## src/sv/ppm_fg_pkg.sv

```systemverilog
// ppm_fg_pkg: constants, microcode types and the control store of the ppm frame generator
package ppm_fg_pkg;

  localparam int CHANNELS = 8;
  localparam int ADDR_W   = (CHANNELS > 1) ? $clog2(CHANNELS) : 1;
  localparam int CH_CNT_W = $clog2(CHANNELS + 1);
  // sum of all widths plus all gaps, each at most 16 bits
  localparam int ACC_W    = 18 + $clog2(CHANNELS);
  localparam int STEP_W   = 5;
  localparam int WIDTH_W  = 16;
  localparam int PADDR_W  = 5;
  localparam int PDATA_W  = 32;

  localparam logic [WIDTH_W-1:0] WIDTH_MAX = 16'hFFFF;

  // configuration register indexes
  localparam logic [2:0] REG_GAP      = 3'd0;
  localparam logic [2:0] REG_FRAME    = 3'd1;
  localparam logic [2:0] REG_SYNC_MIN = 3'd2;
  localparam logic [2:0] REG_OUT_MIN  = 3'd3;
  localparam logic [2:0] REG_OUT_MAX  = 3'd4;
  localparam logic [2:0] REG_CENTER   = 3'd5;

  typedef enum logic [2:0] {
    OP_TICK   = 3'd0,
    OP_SET    = 3'd1,
    OP_COMMIT = 3'd2,
    OP_READ   = 3'd3,
    OP_FILL   = 3'd4,
    OP_START  = 3'd5,
    OP_STOP   = 3'd6
  } op_t;

  typedef enum logic [4:0] {
    U_NOP,
    U_DONE,
    U_TICK,
    U_ADDR_ZERO,
    U_ADDR_NEXT,
    U_LOAD_IDX,
    U_PIN_LOW,
    U_SUM_INIT,
    U_SUM_ADD,
    U_SYNC,
    U_GAP,
    U_BEGIN,
    U_SET_WR,
    U_COPY,
    U_RD,
    U_RD_CENTER,
    U_FILL,
    U_STOP
  } uop_t;

  typedef enum logic [3:0] {
    C_NEXT,
    C_ALWAYS,
    C_INACTIVE,
    C_ACTIVE,
    C_BELOW_LEN,
    C_PH_PULSE,
    C_PH_GAP,
    C_NOT_LAST_CH,
    C_IDX_OUT,
    C_ADDR_NOT_LAST
  } cond_t;

  typedef struct packed {
    uop_t              uop;
    cond_t             cond;
    logic [STEP_W-1:0] target;
  } ctrl_word_t;

  // program entry points and jump targets
  localparam logic [STEP_W-1:0] S_DONE       = 5'd0;
  localparam logic [STEP_W-1:0] S_TICK       = 5'd1;
  localparam logic [STEP_W-1:0] S_PULSE_END  = 5'd6;
  localparam logic [STEP_W-1:0] S_SUM_LOOP   = 5'd8;
  localparam logic [STEP_W-1:0] S_GAP_END    = 5'd10;
  localparam logic [STEP_W-1:0] S_BEGIN      = 5'd11;
  localparam logic [STEP_W-1:0] S_GAP_SET    = 5'd12;
  localparam logic [STEP_W-1:0] S_SET        = 5'd13;
  localparam logic [STEP_W-1:0] S_COMMIT     = 5'd16;
  localparam logic [STEP_W-1:0] S_COPY_LOOP  = 5'd17;
  localparam logic [STEP_W-1:0] S_READ       = 5'd19;
  localparam logic [STEP_W-1:0] S_RD_CENTER  = 5'd22;
  localparam logic [STEP_W-1:0] S_FILL       = 5'd23;
  localparam logic [STEP_W-1:0] S_FILL_LOOP  = 5'd24;
  localparam logic [STEP_W-1:0] S_START      = 5'd26;
  localparam logic [STEP_W-1:0] S_START_LOOP = 5'd28;
  localparam logic [STEP_W-1:0] S_STOP       = 5'd31;

  function automatic logic [STEP_W-1:0] entry_step(input logic [2:0] op);
    logic [STEP_W-1:0] s;
    case (op)
      OP_TICK:   s = S_TICK;
      OP_SET:    s = S_SET;
      OP_COMMIT: s = S_COMMIT;
      OP_READ:   s = S_READ;
      OP_FILL:   s = S_FILL;
      OP_START:  s = S_START;
      OP_STOP:   s = S_STOP;
      default:   s = S_DONE;
    endcase
    return s;
  endfunction

  function automatic ctrl_word_t ucode(input logic [STEP_W-1:0] step);
    ctrl_word_t w;
    unique case (step)
      5'd0:    w = '{U_DONE,      C_NEXT,          S_DONE};
      // tick
      5'd1:    w = '{U_TICK,      C_INACTIVE,      S_DONE};
      5'd2:    w = '{U_NOP,       C_BELOW_LEN,     S_DONE};
      5'd3:    w = '{U_NOP,       C_PH_PULSE,      S_PULSE_END};
      5'd4:    w = '{U_NOP,       C_PH_GAP,        S_GAP_END};
      5'd5:    w = '{U_ADDR_ZERO, C_ALWAYS,        S_BEGIN};
      5'd6:    w = '{U_PIN_LOW,   C_NOT_LAST_CH,   S_GAP_SET};
      5'd7:    w = '{U_SUM_INIT,  C_NEXT,          S_DONE};
      5'd8:    w = '{U_SUM_ADD,   C_ADDR_NOT_LAST, S_SUM_LOOP};
      5'd9:    w = '{U_SYNC,      C_ALWAYS,        S_DONE};
      5'd10:   w = '{U_ADDR_NEXT, C_NEXT,          S_DONE};
      5'd11:   w = '{U_BEGIN,     C_ALWAYS,        S_DONE};
      5'd12:   w = '{U_GAP,       C_ALWAYS,        S_DONE};
      // set channel
      5'd13:   w = '{U_NOP,       C_IDX_OUT,       S_DONE};
      5'd14:   w = '{U_LOAD_IDX,  C_NEXT,          S_DONE};
      5'd15:   w = '{U_SET_WR,    C_ALWAYS,        S_DONE};
      // commit
      5'd16:   w = '{U_ADDR_ZERO, C_NEXT,          S_DONE};
      5'd17:   w = '{U_COPY,      C_ADDR_NOT_LAST, S_COPY_LOOP};
      5'd18:   w = '{U_DONE,      C_NEXT,          S_DONE};
      // read channel
      5'd19:   w = '{U_NOP,       C_IDX_OUT,       S_RD_CENTER};
      5'd20:   w = '{U_LOAD_IDX,  C_NEXT,          S_DONE};
      5'd21:   w = '{U_RD,        C_ALWAYS,        S_DONE};
      5'd22:   w = '{U_RD_CENTER, C_ALWAYS,        S_DONE};
      // fill center
      5'd23:   w = '{U_ADDR_ZERO, C_NEXT,          S_DONE};
      5'd24:   w = '{U_FILL,      C_ADDR_NOT_LAST, S_FILL_LOOP};
      5'd25:   w = '{U_DONE,      C_NEXT,          S_DONE};
      // start
      5'd26:   w = '{U_NOP,       C_ACTIVE,        S_DONE};
      5'd27:   w = '{U_ADDR_ZERO, C_NEXT,          S_DONE};
      5'd28:   w = '{U_FILL,      C_ADDR_NOT_LAST, S_START_LOOP};
      5'd29:   w = '{U_ADDR_ZERO, C_NEXT,          S_DONE};
      5'd30:   w = '{U_BEGIN,     C_ALWAYS,        S_DONE};
      // stop
      5'd31:   w = '{U_STOP,      C_ALWAYS,        S_DONE};
      default: w = '{U_DONE,      C_NEXT,          S_DONE};
    endcase
    return w;
  endfunction

endpackage

```

## src/sv/ppm_frame_generator.sv

```systemverilog
// ppm_frame_generator: microcoded ppm pulse train generator with an apb register port
//
// in channel (in_valid/in_ready): one beat is a tick of one microsecond or a buffer access,
// selected by operation (tick, set channel, commit, read channel, fill center, start, stop).
// out channel (out_valid/out_ready): exactly one beat per input beat, carrying the pin
// level and running flag after that item and read_value (zero except for a read).
// apb port: six 16-bit timing registers at byte addresses 0, 4, .. 20, written in the
// access phase; pready is tied high and reads return the register value.
// one item is worked on at a time. a step counter walks a control store, one step a cycle
// unless the final step holds for the output register; a tick that ends the last channel's
// pulse sums the sync time one channel a cycle through the single adder. in_ready rises
// again in the same cycle as the result is loaded.
// the result sits in an output register; a new item is accepted while it waits, and only
// the final step of that item holds until out_ready frees the register.
// reset (synchronous) loads the default timings, zeroes both buffers, stops the train and
// drives the pin low.
module ppm_frame_generator
  import ppm_fg_pkg::*;
(
  input  logic                 clk,
  input  logic                 rst,
  // input beats
  input  logic                 in_valid,
  output logic                 in_ready,
  input  logic [2:0]           operation,
  input  logic [7:0]           channel_index,
  input  logic [WIDTH_W-1:0]   pulse_value,
  // result beats
  output logic                 out_valid,
  input  logic                 out_ready,
  output logic                 pin_level,
  output logic [WIDTH_W-1:0]   read_value,
  output logic                 running,
  // register port
  input  logic                 psel,
  input  logic                 penable,
  input  logic                 pwrite,
  input  logic [PADDR_W-1:0]   paddr,
  input  logic [PDATA_W-1:0]   pwdata,
  output logic [PDATA_W-1:0]   prdata,
  output logic                 pready
);

  typedef enum logic [1:0] {
    PH_PULSE = 2'd0,
    PH_GAP   = 2'd1,
    PH_SYNC  = 2'd2
  } phase_t;

  // timing registers
  logic [WIDTH_W-1:0] gap_us, frame_us, sync_min_us, out_min_us, out_max_us, center_us;

  // buffers, all accessed at the one address addr
  logic [WIDTH_W-1:0] staging [CHANNELS];
  logic [WIDTH_W-1:0] frame   [CHANNELS];

  // sequencer and datapath
  logic               busy;
  logic [STEP_W-1:0]  step;
  logic [ADDR_W-1:0]  addr;
  logic [ACC_W-1:0]   acc;
  logic [7:0]         idx;
  logic [WIDTH_W-1:0] val;
  logic [WIDTH_W-1:0] rd;

  // generator state
  logic [ADDR_W-1:0]  current_channel;
  phase_t             phase;
  logic [WIDTH_W-1:0] elapsed;
  logic [WIDTH_W-1:0] phase_length;
  logic               pin;
  logic               active;

  ctrl_word_t         cw;
  logic               jump;
  logic               in_beat;
  logic               out_free;
  logic [ADDR_W-1:0]  addr_inc;
  logic [ADDR_W-1:0]  channel_inc;
  logic [WIDTH_W-1:0] clamped;
  logic [WIDTH_W-1:0] sync_len;
  logic [ACC_W-1:0]   frame_ext;
  logic [ACC_W-1:0]   sync_diff;
  logic               cfg_write;

  assign in_ready  = !busy;
  assign in_beat   = in_valid && in_ready;
  assign out_free  = !out_valid || out_ready;
  assign pready    = 1'b1;
  assign cfg_write = psel && penable && pwrite && pready;

  assign cw = ucode(step);

  always_comb begin
    case (cw.cond)
      C_NEXT:          jump = 1'b0;
      C_ALWAYS:        jump = 1'b1;
      C_INACTIVE:      jump = !active;
      C_ACTIVE:        jump = active;
      C_BELOW_LEN:     jump = elapsed < phase_length;
      C_PH_PULSE:      jump = phase == PH_PULSE;
      C_PH_GAP:        jump = phase == PH_GAP;
      C_NOT_LAST_CH:   jump = current_channel != ADDR_W'(CHANNELS - 1);
      C_IDX_OUT:       jump = idx >= 8'(CHANNELS);
      C_ADDR_NOT_LAST: jump = addr != ADDR_W'(CHANNELS - 1);
      default:         jump = 1'b0;
    endcase
  end

  assign addr_inc    = (addr == ADDR_W'(CHANNELS - 1)) ? '0 : addr + 1'b1;
  assign channel_inc = (current_channel == ADDR_W'(CHANNELS - 1)) ? '0
                     : current_channel + 1'b1;

  // minimum first, then maximum, so the maximum wins when the limits cross
  always_comb begin
    clamped = val;
    if (clamped < out_min_us) clamped = out_min_us;
    if (clamped > out_max_us) clamped = out_max_us;
  end

  assign frame_ext = ACC_W'(frame_us);
  assign sync_diff = frame_ext - acc;

  always_comb begin
    if (acc >= frame_ext) begin
      sync_len = sync_min_us;
    end else if (sync_diff < ACC_W'(sync_min_us)) begin
      sync_len = sync_min_us;
    end else begin
      sync_len = sync_diff[WIDTH_W-1:0];
    end
  end

  always_comb begin
    case (paddr[4:2])
      REG_GAP:      prdata = PDATA_W'(gap_us);
      REG_FRAME:    prdata = PDATA_W'(frame_us);
      REG_SYNC_MIN: prdata = PDATA_W'(sync_min_us);
      REG_OUT_MIN:  prdata = PDATA_W'(out_min_us);
      REG_OUT_MAX:  prdata = PDATA_W'(out_max_us);
      REG_CENTER:   prdata = PDATA_W'(center_us);
      default:      prdata = '0;
    endcase
  end

  always_ff @(posedge clk) begin
    if (rst) begin
      gap_us          <= 16'd300;
      frame_us        <= 16'd22500;
      sync_min_us     <= 16'd3000;
      out_min_us      <= 16'd800;
      out_max_us      <= 16'd2200;
      center_us       <= 16'd1500;
      for (int i = 0; i < CHANNELS; i++) begin
        staging[i] <= '0;
        frame[i]   <= '0;
      end
      busy            <= 1'b0;
      step            <= S_DONE;
      addr            <= '0;
      current_channel <= '0;
      phase           <= PH_PULSE;
      elapsed         <= '0;
      phase_length    <= '0;
      pin             <= 1'b0;
      active          <= 1'b0;
      out_valid       <= 1'b0;
    end else begin
      if (cfg_write) begin
        case (paddr[4:2])
          REG_GAP:      gap_us      <= pwdata[WIDTH_W-1:0];
          REG_FRAME:    frame_us    <= pwdata[WIDTH_W-1:0];
          REG_SYNC_MIN: sync_min_us <= pwdata[WIDTH_W-1:0];
          REG_OUT_MIN:  out_min_us  <= pwdata[WIDTH_W-1:0];
          REG_OUT_MAX:  out_max_us  <= pwdata[WIDTH_W-1:0];
          REG_CENTER:   center_us   <= pwdata[WIDTH_W-1:0];
          default:      ;
        endcase
      end

      // a finishing item reloads the register in the same cycle
      if (out_valid && out_ready && !(busy && cw.uop == U_DONE)) out_valid <= 1'b0;

      if (in_beat) begin
        busy <= 1'b1;
        step <= entry_step(operation);
        idx  <= channel_index;
        val  <= pulse_value;
        rd   <= '0;
      end else if (busy) begin
        if (cw.uop != U_DONE) step <= jump ? cw.target : step + 1'b1;

        unique case (cw.uop)
          U_NOP: ;
          U_DONE: begin
            // hold here while the previous result is still waiting
            if (out_free) begin
              busy       <= 1'b0;
              out_valid  <= 1'b1;
              pin_level  <= pin;
              read_value <= rd;
              running    <= active;
            end
          end
          U_TICK: begin
            if (active && elapsed != WIDTH_MAX) elapsed <= elapsed + 1'b1;
          end
          U_ADDR_ZERO: addr <= '0;
          U_ADDR_NEXT: addr <= channel_inc;
          U_LOAD_IDX:  addr <= idx[ADDR_W-1:0];
          U_PIN_LOW: begin
            pin     <= 1'b0;
            elapsed <= '0;
          end
          U_SUM_INIT: begin
            acc  <= ACC_W'(CHANNELS - 1) * ACC_W'(gap_us);
            addr <= '0;
          end
          U_SUM_ADD: begin
            acc  <= acc + ACC_W'(frame[addr]);
            addr <= addr_inc;
          end
          U_SYNC: begin
            phase        <= PH_SYNC;
            phase_length <= sync_len;
          end
          U_GAP: begin
            phase        <= PH_GAP;
            phase_length <= gap_us;
          end
          U_BEGIN: begin
            current_channel <= addr;
            phase           <= PH_PULSE;
            pin             <= 1'b1;
            phase_length    <= frame[addr];
            elapsed         <= '0;
            active          <= 1'b1;
          end
          U_SET_WR: staging[addr] <= clamped;
          U_COPY: begin
            frame[addr] <= staging[addr];
            addr        <= addr_inc;
          end
          U_RD:        rd <= staging[addr];
          U_RD_CENTER: rd <= center_us;
          U_FILL: begin
            staging[addr] <= center_us;
            frame[addr]   <= center_us;
            addr          <= addr_inc;
          end
          U_STOP: begin
            pin    <= 1'b0;
            active <= 1'b0;
          end
          default: ;
        endcase
      end
    end
  end

`ifndef SYNTHESIS
  a_pin_needs_run: assert property (@(posedge clk) disable iff (rst) pin |-> active)
    else $error("pin high while the train is stopped");

  a_addr_range: assert property (@(posedge clk) disable iff (rst)
    CH_CNT_W'(addr) < CH_CNT_W'(CHANNELS))
    else $error("buffer address beyond the channel count");

  a_channel_range: assert property (@(posedge clk) disable iff (rst)
    CH_CNT_W'(current_channel) < CH_CNT_W'(CHANNELS))
    else $error("current channel beyond the channel count");

  a_accept_busy: assert property (@(posedge clk) disable iff (rst) in_beat |=> busy)
    else $error("sequencer idle after accepting a beat");

  a_done_stall: assert property (@(posedge clk) disable iff (rst)
    (busy && cw.uop == U_DONE && out_valid && !out_ready) |=> (busy && $stable(step)))
    else $error("result finished while the output register was full");
`endif

endmodule

```

## config.mk

```make
export PLATFORM = sky130hd
export DESIGN_NAME = ppm_frame_generator
export DESIGN_NICKNAME = d
export VERILOG_FILES = /design/src/sv/ppm_fg_pkg.sv /design/src/sv/ppm_frame_generator.sv
export SDC_FILE = /design/constraint.sdc
export NUM_CORES = 1
export LEC_CHECK = 0
export ABC_AREA = 1
export BUFFER_PORTS_ARGS = -buffer_cell sky130_fd_sc_hd__buf_2
export CORE_MARGIN = 5
export CORE_UTILIZATION = 30
export CTS_CLUSTER_DIAMETER = 50
export CTS_CLUSTER_SIZE = 8
export DETAILED_ROUTE_END_ITERATION = 6
export GPL_TIMING_DRIVEN = 1
export PLACE_DENSITY_LB_ADDON = 0.2
export SETUP_SLACK_MARGIN = 0.2
export SYNTH_ARGS = -nofsm -noshare
export SYNTH_HDL_FRONTEND = slang
export SYNTH_SLANG_ARGS = --single-unit
```

## constraint.sdc

```tcl
create_clock -name clk -period 4.4 [get_ports clk]
set_input_delay 0.22 -clock clk [delete_from_list [all_inputs] [get_ports clk]]
set_output_delay 0.22 -clock clk [all_outputs]
set_load 0.01 [all_outputs]
```

==> results.toml <==
[outcome]
status = "finished clean"

[drt]
drc = 0
drtAntennaViolNets = 0
wire_per_inst_um = 21.6
vias = 22900
firstDrtPassIters = 6
totalWireLength_mm = 96.3
drtIter0Drc = 2334
drt-vias-per-instance = 5.14

[worst_setup_path]
r2r_slack_ns = 0.46
reg2reg_from = "val[10]"
timing.rr.end = "staging[5][5]"
crit_type = "reg -> reg"
endpoint_kind = "flip-flop"
cp-start-kind = "flip-flop"
reg2reg_depth = 20
worstPathRequired_ns = 4.72
cp_max_fo = 32
arrival_ns = 4.26

[synthesis]
synth_area_per_cell_um2 = 8.69
async_flop_share = 0
synth_area_um2 = 26800
synth-main-ff-cell = "edfxtp_1"
synth_area_leaders = "edfxtp_1 38%, dfxtp_1 12%, o21ai_0 6.1%"
synth.distinct_cells = 58
ys_seq_elements = 497
yosysMostFrequentCell = "nand2_1"
ys_top_cells_by_count = "434 x nand2_1, 408 x nor2_1, 335 x edfxtp_1"
syn_inst = 3085
ys_warn_count = 0
synth-edff-count = 335
yosys.area.top_type = "edfxtp_1"
ys_seq_area_frac = 0.496
yosysTopAreaCellShare = 0.375

[layout]
final_nets = 3467
drive_above_1_share = 0.119
area_growth_pct = 18.8
antenna_cells = 0

[placement]
gp_congestion = 0.864
hpwlAfterDp_mm = 66.9
numPortBuffers = 88

[pwr]
ir_drop_uv = 256
power.leakage_nw = 12.9
power_density_nw_per_um2 = 457
fin_total_pwr_mw = 14.5

[grt]
antenna_found_initial = 11
grt-ovfl-total = 0
grt_pass1_vias = 21500
grt_max_degree = 93
grt_pass1_wl_mm = 141
grt_usage = 0.197

[timing]
rsz0062_at_grt = "false"
fin_crit_ns = 3.94
fin_tns_setup_ns = 0
drv_slew = 0
hold_viol_final = 0
finalSetupViolCount = 0
worst_slew_pin_slew_ns = 1.06
min_period_over_period = 0.896
finalClockSkew_ns = 0.0263
timing.fmax_mhz = 254
slew_headroom = 0.289
hold_ws_ns = 0.129

[clock_tree]
cts_num_sinks = 497
cts-root-buf = "clkbuf_16"
htree_levels = 3
insertion_delay_ns = 0.63
clk_pin_slew_ns = 0.05
clock_path_buffers = 3
cts_tree = "built"
cts-buffers-inserted = 81

[die]
core_region_area_um2 = 88500
design.die.area_um2 = 95400
io_pins = 124
dieWidth_um = 309
rows = 109
die_h_um = 309
initial_core_util = 0.303

[worst_hold_path]
min_to = "step[0]"
holdPathStages = 2
hold_path_class = "in -> reg"
hold_start = "rst"

[flow_run]
drv_cap = 0
-- worst max-delay path: stages (launching register included) --
cell,delay (ns)
edfxtp_1,0.59
ha_1,0.37
inv_1,0.06
o31ai_2,0.32
a21oi_1,0.11
nand2_1,0.09
buf_4,0.20
o21ai_1,0.10
ha_1,0.30
inv_1,0.04
nor2_1,0.08
nor2_1,0.06
o21a_1,0.19
o221ai_1,0.15
nand2_1,0.08
nand4_1,0.07
nand2_1,0.09
buf_12,0.17
and2_1,0.19
o21ai_4,0.28
a21oi_1,0.10
-- flip-flops by register name, indices dropped and copies added, names as in the netlist, 2 cells and up, named ones only --
name and flops:
rd 16, sync_min_us 16, addr 3, out_max_us 16
acc 21, frame 128, read_value 16, val 16
staging 128, center_us 16, phase 2, phase_length 16
current_channel 3, gap_us 16, step 5, out_min_us 16
frame_us 16, cw 14, idx 8, elapsed 16
-- layer usage --
layer  vias up  part of all wire  global-route usage
met5         -           0.00011                   0
met4         2             0.028              0.0558
met3       127             0.073              0.0368
met2       757              0.43               0.293
met1     11000              0.47               0.294
li1      11000                 -                   -
-- stage by stage --
stage                     instances   util  instance area [um^2]  setup slack (ns)
after global routing           4464  0.360                 31800             0.198
after CTS                      4459  0.358                 31700             0.265
after global placement         4288  0.325                 28800             0.328
final                          4464  0.360                 31800             0.457
after detailed placement       4288  0.325                 28800             0.280
after floorplan                3100      -                 26900             0.805
-- repair_timing --
action | in CTS | in global routing
buffers inserted | 0 | 4
setup endpoints to repair | 0 | 145
hold endpoints to repair | 83 | 0
gates resized for setup | 0 | 25
hold buffers | 42 | 0
-- worst max-delay path by stage --
stage / startpoint / to
after floorplan: frame_us[0] / phase_length[9]
after global placement: frame_us[0] / phase_length[6]
after detailed placement: frame_us[0] / phase_length[9]
after CTS: frame_us[0] / phase_length[4]
after global routing: frame_us[0] / phase_length[11]
final: val[10] / staging[5][5]
-- power breakdown --
part	internal, mW	total [mW]	switching (mW)
registers	5.24	5.41	0.166
logic	0.939	3.17	2.23
clock network	3.73	5.97	2.24
-- cell usage in the layout, fill, tap and decap left out, types with 12 or more instances in the layout --
master         synthesis  final
nand2_1              434    433
nor2_1               408    405
edfxtp_1             335    335
o21ai_0              328    326
a21oi_1              327    322
inv_1                274    270
dfxtp_1              162    160
nand3_1              130    128
ha_1                 125    124
buf_2                 13     89
buf_4                 24     84
clkbuf_16              0     82
o22ai_1               51     51
dlygate4sd3_1          0     42
o211ai_1              32     32
o21ai_1               26     27
nor3_1                25     23
o21a_1                20     20
inv_2                 17     19
xor2_1                19     19
clkbuf_1             106     19
o221ai_1              18     18
a22oi_1               17     17
fa_1                  18     17
conb_1                 2     17
and2_1                16     16
nand2_2               13     14
a221oi_1              14     14
o21ai_2               18     13
a21oi_2                9     13
nand4_1               12     12
-- final cells by class --
cell class              count  area (um^2)
clock buffers             104         2160
multi-input cells        2158        11900
inverters                 294         1110
fillers                  9117        56700
repair buffers            221         1610
clock inverters            25          310
well taps                1165         1460
flip-flops and latches    497        13300
-- cells by family (layout without fill, tap and decap cells) --
| kind of cell | after synthesis | in the layout | synth area share |
|---|---|---|---|
| compound gates | 893 | 893 | 0.187 |
| xor+xnor | 22 | 22 | 0.00719 |
| fa+ha+maj | 143 | 143 | 0.0718 |
| buf+inv | 445 | 644 | 0.0670 |
| flops | 497 | 497 | 0.496 |
| other cells | 2 | 17 | 0.000280 |
| simple gates | 1083 | 1083 | 0.171 |
(Power assumes the default switching activity.)
